**config.mk**
```make
export PLATFORM = sky130hd
export DESIGN_NAME = crypto1_stream_cipher_unit
export DESIGN_NICKNAME = d
export VERILOG_FILES = /design/src/rtl/c1sc_pkg.sv /design/src/rtl/crypto1_stream_cipher_unit.sv /design/src/rtl/c1sc_lfsr.sv /design/src/rtl/c1sc_serdes.sv
export SDC_FILE = /design/constraint.sdc
export NUM_CORES = 1
export LEC_CHECK = 0
export ABC_AREA = 1
export BUFFER_PORTS_ARGS = -buffer_cell sky130_fd_sc_hd__buf_2
export CAP_MARGIN = 20
export CORE_AREA = 10 10 151 153
export CTS_CLUSTER_DIAMETER = 80
export DETAILED_ROUTE_END_ITERATION = 10
export DIE_AREA = 0 0 161 163
export PLACE_DENSITY = 0.84
export SLEW_MARGIN = 30
export SYNTH_ARGS = -nofsm -noshare
export SYNTH_HDL_FRONTEND = slang
export SYNTH_HIERARCHICAL = 1
export SYNTH_SLANG_ARGS = --single-unit
```
**constraint.sdc**
```tcl
create_clock -name clock -period 2.98 [get_ports clock]
set_input_delay 0.745 -clock clock [delete_from_list [all_inputs] [get_ports clock]]
set_output_delay 0.745 -clock clock [all_outputs]
set_load 0.01 [all_outputs]
```
**src/rtl/c1sc_pkg.sv**
```systemverilog
`timescale 1ns / 1ps
// Shared types, constants and functions for the Crypto1 stream cipher unit.
// No dependencies; imported by every other file of the block.
package c1sc_pkg;

   localparam int DATA_W     = 32;
   localparam int HALF_W     = 24;
   localparam int KEY_W      = 48;
   localparam int CSR_DATA_W = 64;
   localparam int CSR_ADDR_W = 4;
   localparam int CNT_W      = 5;

   // Opcodes
   localparam logic [2:0] OP_LOAD = 3'd0;
   localparam logic [2:0] OP_BIT  = 3'd1;
   localparam logic [2:0] OP_BYTE = 3'd2;
   localparam logic [2:0] OP_WORD = 3'd3;
   localparam logic [2:0] OP_PEEK = 3'd4;

   // Register index
   localparam logic REG_CIPHER_KEY = 1'b0;

   // LFSR feedback taps
   localparam logic [HALF_W-1:0] TAPS_ODD  = 24'h29CE5C;
   localparam logic [HALF_W-1:0] TAPS_EVEN = 24'h870804;

   // Nonlinear filter tables
   localparam logic [19:0] NLF_A   = 20'hf22c0;
   localparam logic [19:0] NLF_B   = 20'h6c9c0;
   localparam logic [19:0] NLF_C   = 20'h3c8b0;
   localparam logic [19:0] NLF_D   = 20'h1e458;
   localparam logic [19:0] NLF_E   = 20'h0d938;
   localparam logic [31:0] NLF_OUT = 32'hEC57E80A;

   // How the collected keystream is placed in the result
   typedef enum logic [1:0] {
      OUT_ZERO,
      OUT_BIT,
      OUT_BYTE,
      OUT_WORD
   } out_mode_type;

   // Control from the sequencer to the LFSR
   typedef struct packed {
      logic load;
      logic step;
      logic din;
      logic fk;
   } lfsr_ctrl_type;

   // Control from the sequencer to the bit shifters
   typedef struct packed {
      logic capture;
      logic word_order;
      logic peek;
      logic shift;
   } serdes_ctrl_type;

   // Filter function of the odd half
   function automatic logic nlf(input logic [HALF_W-1:0] v);
      logic [19:0] ta;
      logic [19:0] tb;
      logic [19:0] tc;
      logic [19:0] td;
      logic [19:0] te;
      logic [4:0]  sel;
      logic [31:0] tout;
      ta = NLF_A >> v[3:0];
      tb = NLF_B >> v[7:4];
      tc = NLF_C >> v[11:8];
      td = NLF_D >> v[15:12];
      te = NLF_E >> v[19:16];
      sel = {ta[4], tb[3], tc[2], td[1], te[0]};
      tout = NLF_OUT >> sel;
      return tout[0];
   endfunction

   // Byte reversal: bit i of the result is bit (i xor 24) of the input
   function automatic logic [DATA_W-1:0] byte_swap(input logic [DATA_W-1:0] d);
      return {d[7:0], d[15:8], d[23:16], d[31:24]};
   endfunction

   // Key interleave into the odd half
   function automatic logic [HALF_W-1:0] key_odd(input logic [KEY_W-1:0] key);
      logic [HALF_W-1:0] o;
      int k;
      o = '0;
      for (int j = 0; j < HALF_W; j++) begin
         k = KEY_W - 1 - 2 * j;
         o[HALF_W-1-j] = key[(k - 1) ^ 7];
      end
      return o;
   endfunction

   // Key interleave into the even half
   function automatic logic [HALF_W-1:0] key_even(input logic [KEY_W-1:0] key);
      logic [HALF_W-1:0] e;
      int k;
      e = '0;
      for (int j = 0; j < HALF_W; j++) begin
         k = KEY_W - 1 - 2 * j;
         e[HALF_W-1-j] = key[k ^ 7];
      end
      return e;
   endfunction

endpackage

```
**src/rtl/crypto1_stream_cipher_unit.sv**
```systemverilog
`timescale 1ns / 1ps
// Crypto1 stream cipher unit: top level with sequencer and key register.
// Depends on c1sc_pkg, c1sc_lfsr and c1sc_serdes.
// Sequence: S_IDLE accepts a request, S_RUN steps the LFSR for each bit of a bit, byte or word
// request, S_FIN registers the result and raises rsp_valid; load, peek and unknown opcodes skip S_RUN.
// Throughput: one transaction at a time; S_FIN waits while an earlier response is not yet taken.
// Reset (synchronous): LFSR halves and key cleared, sequencer idle, no response pending.
module crypto1_stream_cipher_unit
   import c1sc_pkg::*;
(
   input  logic                    clock,
   input  logic                    reset,
   // Request channel
   input  logic                    req_valid,
   output logic                    req_ready,
   input  logic [2:0]              req_opcode,
   input  logic [DATA_W-1:0]       req_data_in,
   input  logic                    req_feed_keystream,
   // Response channel
   output logic                    rsp_valid,
   input  logic                    rsp_ready,
   output logic [DATA_W-1:0]       rsp_keystream_out,
   // Configuration port
   input  logic                    csr_psel,
   input  logic                    csr_penable,
   input  logic                    csr_pwrite,
   input  logic [CSR_ADDR_W-1:0]   csr_paddr,
   input  logic [CSR_DATA_W-1:0]   csr_pwdata,
   output logic [CSR_DATA_W-1:0]   csr_prdata,
   output logic                    csr_pready
);

   typedef enum logic [1:0] {
      S_IDLE,
      S_RUN,
      S_FIN
   } state_type;

   state_type         state_ff;
   out_mode_type      mode_ff;
   logic [CNT_W-1:0]  cnt_ff;
   logic [CNT_W-1:0]  last_ff;
   logic              fk_ff;
   logic              rsp_valid_ff;
   logic [DATA_W-1:0] rsp_data_ff;
   logic [KEY_W-1:0]  key_ff;

   logic              req_fire;
   logic              csr_wr;
   logic              csr_sel_key;
   logic              ks_bit;
   logic              data_bit;
   logic [DATA_W-1:0] result;
   lfsr_ctrl_type     lfsr_ctrl;
   serdes_ctrl_type   serdes_ctrl;

   // Configuration register, 8-byte spacing
   assign csr_pready  = 1'b1;
   assign csr_sel_key = (csr_paddr[3] == REG_CIPHER_KEY);
   assign csr_wr      = csr_psel & csr_penable & csr_pwrite & csr_pready;
   assign csr_prdata  = csr_sel_key ? {{(CSR_DATA_W-KEY_W){1'b0}}, key_ff} : '0;

   always_ff @(posedge clock) begin
      if (reset) begin
         key_ff <= '0;
      end else if (csr_wr && csr_sel_key) begin
         key_ff <= csr_pwdata[KEY_W-1:0];
      end
   end

   // Handshakes
   assign req_ready         = (state_ff == S_IDLE);
   assign req_fire          = req_valid & req_ready;
   assign rsp_valid         = rsp_valid_ff;
   assign rsp_keystream_out = rsp_data_ff;

   // Datapath control
   always_comb begin
      lfsr_ctrl.load         = req_fire && (req_opcode == OP_LOAD);
      lfsr_ctrl.step         = (state_ff == S_RUN);
      lfsr_ctrl.din          = data_bit;
      lfsr_ctrl.fk           = fk_ff;
      serdes_ctrl.capture    = req_fire;
      serdes_ctrl.word_order = (req_opcode == OP_WORD);
      serdes_ctrl.peek       = (req_opcode == OP_PEEK);
      serdes_ctrl.shift      = (state_ff == S_RUN);
   end

   // Sequencer and response register
   always_ff @(posedge clock) begin
      if (reset) begin
         state_ff     <= S_IDLE;
         mode_ff      <= OUT_ZERO;
         cnt_ff       <= '0;
         last_ff      <= '0;
         fk_ff        <= 1'b0;
         rsp_valid_ff <= 1'b0;
      end else begin
         // S_FIN sets or holds the response itself
         if (rsp_ready && (state_ff != S_FIN)) begin
            rsp_valid_ff <= 1'b0;
         end
         case (state_ff)
            S_IDLE: begin
               if (req_fire) begin
                  fk_ff  <= req_feed_keystream;
                  cnt_ff <= '0;
                  case (req_opcode)
                     OP_BIT: begin
                        mode_ff  <= OUT_BIT;
                        last_ff  <= CNT_W'(0);
                        state_ff <= S_RUN;
                     end
                     OP_BYTE: begin
                        mode_ff  <= OUT_BYTE;
                        last_ff  <= CNT_W'(7);
                        state_ff <= S_RUN;
                     end
                     OP_WORD: begin
                        mode_ff  <= OUT_WORD;
                        last_ff  <= CNT_W'(DATA_W - 1);
                        state_ff <= S_RUN;
                     end
                     OP_PEEK: begin
                        mode_ff  <= OUT_BIT;
                        state_ff <= S_FIN;
                     end
                     default: begin
                        // load and unknown opcodes answer zero
                        mode_ff  <= OUT_ZERO;
                        state_ff <= S_FIN;
                     end
                  endcase
               end
            end
            S_RUN: begin
               cnt_ff <= cnt_ff + CNT_W'(1);
               if (cnt_ff == last_ff) begin
                  state_ff <= S_FIN;
               end
            end
            S_FIN: begin
               if (!rsp_valid_ff || rsp_ready) begin
                  rsp_valid_ff <= 1'b1;
                  rsp_data_ff  <= result;
                  state_ff     <= S_IDLE;
               end
            end
            default: begin
               state_ff <= S_IDLE;
            end
         endcase
      end
   end

   c1sc_lfsr u_lfsr (
      .clock  (clock),
      .reset  (reset),
      .key    (key_ff),
      .ctrl   (lfsr_ctrl),
      .ks_bit (ks_bit)
   );

   c1sc_serdes u_serdes (
      .clock    (clock),
      .ctrl     (serdes_ctrl),
      .data_in  (req_data_in),
      .ks_bit   (ks_bit),
      .out_mode (mode_ff),
      .data_bit (data_bit),
      .result   (result)
   );

endmodule

```
**src/rtl/c1sc_lfsr.sv**
```systemverilog
`timescale 1ns / 1ps
// 48-bit Crypto1 LFSR held as odd and even halves, one clock per cycle while ctrl.step is set.
// Depends on c1sc_pkg (filter, taps, key interleave, control struct).
module c1sc_lfsr
   import c1sc_pkg::*;
(
   input  logic                clock,
   input  logic                reset,
   input  logic [KEY_W-1:0]    key,
   input  lfsr_ctrl_type       ctrl,
   output logic                ks_bit
);

   logic [HALF_W-1:0] odd_ff;
   logic [HALF_W-1:0] even_ff;
   logic [HALF_W-1:0] odd_in;
   logic [HALF_W-1:0] even_in;
   logic              fb;

   // Keystream bit is the filter of the current odd half
   assign ks_bit = nlf(odd_ff);

   // Feedback: input bit, optional keystream, tap parity of both halves
   assign fb = (ks_bit & ctrl.fk) ^ ctrl.din ^ (^(odd_ff & TAPS_ODD))
             ^ (^(even_ff & TAPS_EVEN));

   // Next state: load the interleaved key, or shift feedback into even half, then swap halves
   always_comb begin
      odd_in  = odd_ff;
      even_in = even_ff;
      if (ctrl.load) begin
         odd_in  = key_odd(key);
         even_in = key_even(key);
      end else if (ctrl.step) begin
         odd_in  = {even_ff[HALF_W-2:0], fb};
         even_in = odd_ff;
      end
   end

   always_ff @(posedge clock) begin
      if (reset) begin
         odd_ff  <= '0;
         even_ff <= '0;
      end else begin
         odd_ff  <= odd_in;
         even_ff <= even_in;
      end
   end

endmodule

```
**src/rtl/c1sc_serdes.sv**
```systemverilog
`timescale 1ns / 1ps
// Data-in and keystream shift registers, one bit per cycle while shifting, plus result placement.
// Depends on c1sc_pkg (byte_swap, out_mode_type, serdes_ctrl_type).
module c1sc_serdes
   import c1sc_pkg::*;
(
   input  logic                clock,
   input  serdes_ctrl_type     ctrl,
   input  logic [DATA_W-1:0]   data_in,
   input  logic                ks_bit,
   input  out_mode_type        out_mode,
   output logic                data_bit,
   output logic [DATA_W-1:0]   result
);

   logic [DATA_W-1:0] data_sr_ff;
   logic [DATA_W-1:0] data_sr_in;
   logic [DATA_W-1:0] ks_sr_ff;
   logic [DATA_W-1:0] ks_sr_in;

   assign data_bit = data_sr_ff[0];

   // Capture reorders word data so bits leave LSB first in clocking order
   always_comb begin
      data_sr_in = data_sr_ff;
      ks_sr_in   = ks_sr_ff;
      if (ctrl.capture) begin
         data_sr_in = ctrl.word_order ? byte_swap(data_in) : data_in;
         ks_sr_in   = {ctrl.peek, {(DATA_W-1){1'b0}}} & {DATA_W{ks_bit}};
      end else if (ctrl.shift) begin
         data_sr_in = {1'b0, data_sr_ff[DATA_W-1:1]};
         ks_sr_in   = {ks_bit, ks_sr_ff[DATA_W-1:1]};
      end
   end

   // Payload only, no reset
   always_ff @(posedge clock) begin
      data_sr_ff <= data_sr_in;
      ks_sr_ff   <= ks_sr_in;
   end

   // Keystream enters at the top; align by item size
   always_comb begin
      case (out_mode)
         OUT_BIT:  result = {{(DATA_W-1){1'b0}}, ks_sr_ff[DATA_W-1]};
         OUT_BYTE: result = {{(DATA_W-8){1'b0}}, ks_sr_ff[DATA_W-1:DATA_W-8]};
         OUT_WORD: result = byte_swap(ks_sr_ff);
         default:  result = '0;
      endcase
   end

endmodule
```
### After elaboration in Yosys (flattened, before gate mapping)

Cells that the tools add are included.

* add/subtract/negate cells: 1
* muxes and demuxes: 23
* reduce and logical (&&, ||, !) cells: 20
* shifts and indexed selects: 6
* bitwise logic cells: 10
* equal/unequal tests: 14

Operator list (count)
* 32-bit 2-to-1 mux: 5
* 24-bit 2-to-1 mux: 4
* 32-bit one-hot mux with 3 select lines: 1
* 48-bit 2-to-1 mux: 1
* 24-bit XOR reduction: 2
* 32-bit AND: 1
* 32-bit by 5-bit right shift with 1-bit output (first input constant): 1
* 20-bit by 4-bit right shift with 5-bit output (first input constant): 1
* 19-bit by 4-bit right shift with 4-bit output (first input constant): 1
* 18-bit by 4-bit right shift with 3-bit output (first input constant): 1
* 17-bit by 4-bit right shift with 2-bit output (first input constant): 1
* 16-bit by 4-bit right shift with 1-bit output (first input constant): 1
* 5-bit one-hot mux with 3 select lines: 1
* 2-bit one-hot mux with 3 select lines: 2
* 5-bit one-hot mux with 2 select lines: 1
* 3-bit AND reduction: 3
* 2-bit 2-to-1 mux: 4
* 2-bit == test (second input constant): 3
* 3-bit by 2-bit == test with 1-bit output (second input constant): 2
* 2-bit nonzero test: 3
* 5-bit by 1-bit adder with 5-bit output (second input constant): 1
* 5-bit == test: 1
* 5-bit 2-to-1 mux: 1
* 1-bit AND: 4
* 17 further kinds: 28

* bits of input ports: 111
* bits in registers: 208
* word-level logic and storage cells: 86
* output and inout port bits: 99

### Logic depth before layout (Yosys ltp)

Gate-level depths: netlist of run 1.

* depth in word-level cells: 8
* mapped depth: 16
* depth with buffers taken out: 16

### Hierarchy

Netlist of run 1, hierarchy kept.

Modules (own cells, without submodules)
* crypto1_stream_cipher_unit: instances 1, cells an instance 407, sequential area each 2182.1 um2, area each 3667.3 um2
* c1sc_serdes: instances 1, cells an instance 383, sequential area each 1921.8 um2, area each 3259.4 um2
* c1sc_lfsr: instances 1, cells an instance 444, sequential area each 960.9 um2, area each 2802.7 um2

### Worst setup path before layout of run 1

OpenSTA, ideal clock, no wires.

* path kind: input to register
* from: input port reset
* to: register rsp_data_ff[0] (netlist: rsp_keystream_out[0]) (enable)
* path buffers: 2
* library setup time: 422 ps
* arrival time: 2581 ps
* data required time: 2558 ps
* path slack: -22 ps
* stages: 5
* cells stage by stage: buf_6 -> inv_1 -> buf_2 -> nand2_1 -> nor2_1

* longest elaborated chain between the ends: 2

Ends and longest elaborated chain
* start: declaration: line crypto1_stream_cipher_unit.sv:12 `input logic reset,`
* 1-bit inverter (no line)
* 3-bit AND reduction (no line)
* end signal: assignment: line crypto1_stream_cipher_unit.sv:145 `rsp_data_ff <= result;`
* end: declaration: line crypto1_stream_cipher_unit.sv:45 `logic [DATA_W-1:0] rsp_data_ff;`

Every way passes these cells.
A chain may end at the register's enable or synchronous reset.

==> results.txt, run 1 <==
TritonCTS Buffers: 22
Vias in the first global route: 7851
Die X: 161 um
Synth cell types: 38
Register area: 0.00506 mm2
Critical path launch point type: flip-flop
Die Area: 0.0262 mm2
Resize count post-CTS: 0
Fillers: 1735
Worst hold-check path type: flip-flop to flip-flop
Iter 0 DRT Violations: 658
Fraction of synthesis flops using an asynchronous set or reset pin: 0%
Final nets: 1500
Critical path class: flip-flop to flip-flop
Clock tree buffer depth: 3
Crit path time final: 2.37 ns
Skew-Pair Late Insertion Delay: 0.49 ns
Setup TNS: 0 ns
Synth Instances: 1234
CP max FO: 27
Slew Limit Fails: 0
Gr usage total: 16.1%
CTS H-tree depth: 1
RSZ-0062 raised after global routing: false
IO buf count: 173
Most common cell after layout, fill and taps aside: nand2_1
Final number of setup-violating endpoints: 0
Cts-stage hold buffer count: 0
CTS tree: yes
Routed len/inst: 13.2 um
Starting Density: 48.9%
Placeable Area: 0.0199 mm2
Avg Cell Area, Syn: 7.88 um2
Power Total: 6680 uW
Register area share after synthesis: 52.1%
Peak supply drop: 0.461 mV
Crit path required time: 3.42 ns
Layout overhead on the synthesized area: 16.9%
Max-Cap Viols: 0
Reg clk slew, reported paths: 0.06 ns
Clk root buf: clkbuf_16
Vias: 8050
Clk sinks: 205
Final hold violation count: 0
Status: finished, final reports clean
Reg2reg start: state_ff[1]
First-pass GRT wire length: 36500 um
Detail Route Antenna Nets: 0
Lkg Pwr: 0.00543 uW
Initial antenna violation count: 1
Critical path origin: state_ff[1]
N_diodes: 0
Yosys top cell by area: edfxtp_1
DRT Wirelength: 22000 um
Multi-input logic area: 0.00339 mm2
Post-DP HPWL: 15200 um
Largest net degree at the start of global routing: 65
Most frequent cells in the layout: nand2_1 (296), inv_1 (208), buf_2 (173)
Synth Flop Type: dfxtp_1
Actual slew at the worst max-slew pin: 0.914 ns
Vias per cell: 4.82
Mapped Area: 0.00973 mm2
Layout cells sized above 1: 19.3%
FP Rows: 52
Number of flops mapped to enable cells by yosys: 96
CP endpoint kind: flip-flop
Pre-antenna DRT Iters: 6
Routability congestion estimate: 0.836
Clk_skew: 0.00950 ns
Crit share post-route: 79.6%
Post-CTS Setup Bufs: 0
DRC Markers: 0
Largest cells by area after synthesis: edfxtp_1 (30%), dfxtp_1 (22%), nand2_1 (11%), inv_1 (8.1%), nor2_1 (5.4%)
Congestion Overflow GR: 0
Syn. warnings: 6
Top-area cell type share of the netlist area: 29.6%
Rel. slew slack: 39.0%
Top achievable clock speed: 0.422 GHz
IO Count: 210
Die Y: 163 um
FF-to-FF setup slack: 0.61 ns
Synthesis-stage register bit count: 205
Critical path data arrival time: 2.81 ns
Hold Path Origin: key_ff[32]
Power density over cell area: 587 mW/mm2
==> synthesized netlist by cell type (2+ instances only) <==
cell type	number
a21oi_1	65
a22oi_1	15
a31oi_1	4
buf_1	3
buf_2	20
buf_4	26
buf_6	13
clkbuf_1	15
conb_1	2
dfxtp_1	109
edfxtp_1	96
ha_1	5
inv_1	209
inv_2	12
inv_4	2
nand2_1	296
nand2_2	14
nand3_1	55
nand3_2	6
nand4_1	3
nor2_1	141
nor2_2	2
nor2_4	3
o211ai_1	2
o21ai_0	97
o21ai_1	3
or2_2	2
xnor2_1	3
xor2_1	2
==> sequential cells by signal, indices dropped and copies added, names as in the netlist <==
register / count
key_ff: 48
rsp_keystream_out: 32
u_serdes/data_sr_ff: 32
u_serdes/ks_sr_ff: 32
u_lfsr/even_ff: 24
u_lfsr/odd_ff: 24
cnt_ff: 5
last_ff: 2
mode_ff: 2
state_ff: 2
fk_ff: 1
rsp_valid: 1
==> area by class of cell <==
cell class                 count  area share (%)
tap                          270            2.97
timing repair buffer         188            8.60
inverter                     224            7.43
multi-input combinational    743            29.8
clock buffer                  30            5.65
sequential                   205            44.5
clock inverter                 9            1.07
==> per-layer routing <==
layer	global-route usage [%]	share of wire [%]	vias to the layer above
met3	4.45	8.2	42
met1	20.8	44	3600
met2	25.7	46	307
met5	0	0.059	-
li1	-	-	4099
met4	5.09	2.4	2
==> worst paths after layout <==
path,endpoint,depth (start not counted)
max,u_lfsr/even_ff[16],11
min,key_ff[32],2
max reg2reg,u_lfsr/even_ff[16],11
min reg2reg,key_ff[32],2
==> worst max-delay path, cell delays in order (launching register included) <==
cell and delay (ns):
dfxtp_1 0.32, inv_1 0.05, nand2_1 0.16, nor2_4 0.05, inv_1 0.15, nor3_2 0.09, nor2_2 0.72, clkinv_1 0.17
buf_4 0.27, o21ai_0 0.18, o21ai_0 0.09, inv_1 0.07
==> stage by stage <==
step	hold slack (ns)	std cells	util, %	cell area [um2]	setup slack [ns]
2_1_floorplan	0.442	1249	-	9790	0.513
3_3_place_gp	0.458	1630	53.3	10600	0.261
3_5_place_dp	0.465	1630	53.3	10600	0.220
4_1_cts	0.474	1669	57.2	11400	0.582
5_1_grt	0.490	1669	57.2	11400	0.285
6_report	0.472	1669	57.2	11400	0.609
==> where the power goes <==
| group | switching (uW) | total, uW | internal (uW) |
|---|---|---|---|
| Clock | 1080 | 2850 | 1770 |
| Combinational | 410 | 604 | 194 |
| Sequential | 65.3 | 3230 | 3160 |
| Total | 1550 | 6680 | 5130 |
==> cells by family (layout without fill, tap and decap cells) <==
group,Yosys count,in the layout,share of synthesized area (%)
xor+xnor,6,6,0.617
buf+inv,301,451,13.9
fa+ha+maj,5,5,0.643
simple gates,526,526,22.4
other cells,2,17,0.0772
flops,205,205,52.1
compound gates,189,189,10.3
(Power assumes the default switching activity.)
==> run 2: changes to the inputs <==
--- a/config.mk
+++ b/config.mk
@@ -12,7 +12,7 @@
 export CTS_CLUSTER_DIAMETER = 80
 export DETAILED_ROUTE_END_ITERATION = 10
 export DIE_AREA = 0 0 161 163
-export PLACE_DENSITY = 0.84
+export PLACE_DENSITY = 0.81
 export SLEW_MARGIN = 30
 export SYNTH_ARGS = -nofsm -noshare
 export SYNTH_HDL_FRONTEND = slang
==> constraint.sdc (replaced) <==
create_clock -name clock -period 2.3 [get_ports clock]
set_input_delay 0.575 -clock clock [delete_from_list [all_inputs] [get_ports clock]]
set_output_delay 0.575 -clock clock [all_outputs]
set_load 0.01 [all_outputs]
==> run 2 against run 1 <==
Compared with the run above: clock-buffer cell count unchanged; clock skew down 0.00093 ns; sequential share of layout area up 0.054 points; flip-flop and latch count unchanged; power up 23%; worst hold slack worse by 0.12 ns; sequential power up 29%; largest cell class unchanged.
==> results.txt, run 2 (synthesis results as in run 1) <==
Critical path data arrival time: 2.30 ns
Gr usage total: 15.6%
Reg clk slew, reported paths: 0.06 ns
DRT Wirelength: 21500 um
Clk sinks: 205
Layout overhead on the synthesized area: 16.8%
Design area: 0.0114 mm2
R2R depth: 11
Switch Pwr: 1980 uW
CP Cell Sequence: inv_1, nand2_1, nor2_4, inv_1, nor3_2, nor2_2, inv_1, buf_4, o21ai_0, o21ai_0, inv_1
Rel. slew slack: 58.3%
Vias: 8067
Post-CTS Setup Bufs: 0
Starting Density: 48.9%
Final number of setup-violating endpoints: 0
Critical path launch point type: flip-flop
Status: finished, final reports clean
FP Rows: 52
IO Count: 210
Cell Area, Placed: 0.0107 mm2
Clock tree buffer depth: 3
N_diodes: 0
Most common cell after layout, fill and taps aside: nand2_1
Max-Cap Viols: 0
Actual slew at the worst max-slew pin: 0.626 ns
Max FFs per register: 48
Reg power frac: 51.1%
Worst hold-check path type: input pin to flip-flop
Lkg Pwr: 0.00541 uW
Top reg by flops: key_ff
Routed len/inst: 12.8 um
Vias per cell: 4.83
Initial antenna violation count: 0
Clk_skew: 0.00857 ns
Congestion Overflow GR: 0
First-pass GRT wire length: 35300 um
Crit share post-route: 83.5%
Crit path required time: 2.68 ns
CTS tree: yes
Placeable Area: 0.0199 mm2
Clk root buf: clkbuf_16
Final nets: 1501
Crit path time final: 1.92 ns
Crit-path slowest cell: nor3_2
Worst Hold Depth: 3
Detail Route Antenna Nets: 0
Slew Limit Fails: 0
CP max FO: 18
Sw frac: 24.2%
Die Y: 163 um
Die Area: 0.0262 mm2
Critical path class: flip-flop to flip-flop
Clock share of power: 39.2%
Die X: 161 um
Largest net degree at the start of global routing: 97
Most frequent cells in the layout: nand2_1 (296), inv_1 (208), buf_2 (173)
Most used cell, CP: inv_1
Pint: 6210 uW
CP endpoint kind: flip-flop
Peak supply drop: 0.560 mV
IO buf count: 173
Top achievable clock speed: 0.521 GHz
Logic pwr share: 9.8%
Vias in the first global route: 7631
Skew-Pair Late Insertion Delay: 0.49 ns
TritonCTS Buffers: 22
Power density over cell area: 721 mW/mm2
RSZ-0062 raised after global routing: false
DRC Markers: 0
Fillers: 1759
CP peak stage delay: 0.34 ns
Final hold violation count: 0
Setup TNS: 0 ns
Iter 0 DRT Violations: 551
CTS H-tree depth: 1
Post-DP HPWL: 15000 um
Routability congestion estimate: 0.841
Hold Slack: 0.350 ns
Pre-antenna DRT Iters: 5
Layout cells sized above 1: 19.3%
==> run 2: changes by cell type in the layout (fill, tap and decap cells not counted) <==
cell | before | now
buf_4 | 15 | 10
clkbuf_8 | 2 | 0
buf_12 | 0 | 6
clkbuf_16 | 24 | 23
bufinv_16 | 3 | 0
clkbuf_1 | 4 | 7
clkinvlp_4 | 0 | 2
clkinvlp_2 | 0 | 2
clkinv_1 | 4 | 2
clkinv_4 | 1 | 3
==> run 2: stage by stage <==
stage	worst slack [ns]	cells	total power, uW	utilization (%)
2_1_floorplan	0.00257	1249	4800	-
3_3_place_gp	0.207	1631	5030	53.7
3_5_place_dp	0.172	1631	5060	53.7
4_1_cts	0.375	1671	8270	57.1
5_1_grt	0.122	1671	8570	57.1
6_report	0.379	1671	8190	57.1
==> run 2: cell type report <==
cell class	instances	area [um2]	area share, %
clock buffers	30	602	5.30
clock inverters	10	62.6	0.550
inverters	224	850	7.48
multi-input cells	743	3390	29.8
flip-flops and latches	205	5060	44.6
well taps	270	338	2.97
repair buffers	189	1060	9.34
==> run 2: path summary, 6_finish.rpt <==
check | start | end | slack [ns]
min | csr_pwdata[46] | key_ff[46] | 0.35
max | state_ff[1] | u_lfsr/even_ff[19] | 0.38
min reg2reg | key_ff[28] | key_ff[28] | 0.47
max reg2reg | state_ff[1] | u_lfsr/even_ff[19] | 0.38
==> run 2: metal layers <==
metal | wire length [um] | track usage, % | vias up
li1 | - | - | 4105
met1 | 9390 | 19.4 | 3644
met2 | 9650 | 25.5 | 284
met3 | 1910 | 4.70 | 34
met4 | 510 | 5.00 | 0
met5 | 0 | 0 | -
==> run 2: worst max-delay path, delay by kind of cell, from the launching register on <==
family / cells / cell delay (ns)
buffers and inverters: 5 / 0.51
and+or+nand+nor: 4 / 0.72
DFF: 1 / 0.31
AOI/OAI and AO/OA: 2 / 0.26
==> run 2: power groups by stage <==
| stage | registers [uW] | logic, uW | clock network (uW) |
|---|---|---|---|
| 2_1_floorplan | 4250 | 557 | 0 |
| 3_3_place_gp | 4250 | 778 | 0 |
| 3_5_place_dp | 4260 | 799 | 0 |
| 4_1_cts | 4180 | 805 | 3280 |
| 5_1_grt | 4200 | 910 | 3460 |
| 6_report | 4180 | 801 | 3210 |
==> run 2: what timing repair did <==
item / in CTS / in global routing
setup endpoints to repair: 0 / 7
hold buffers: 0 / 0
gates resized for setup: 0 / 1
endpoints found under the hold margin: 0 / 0
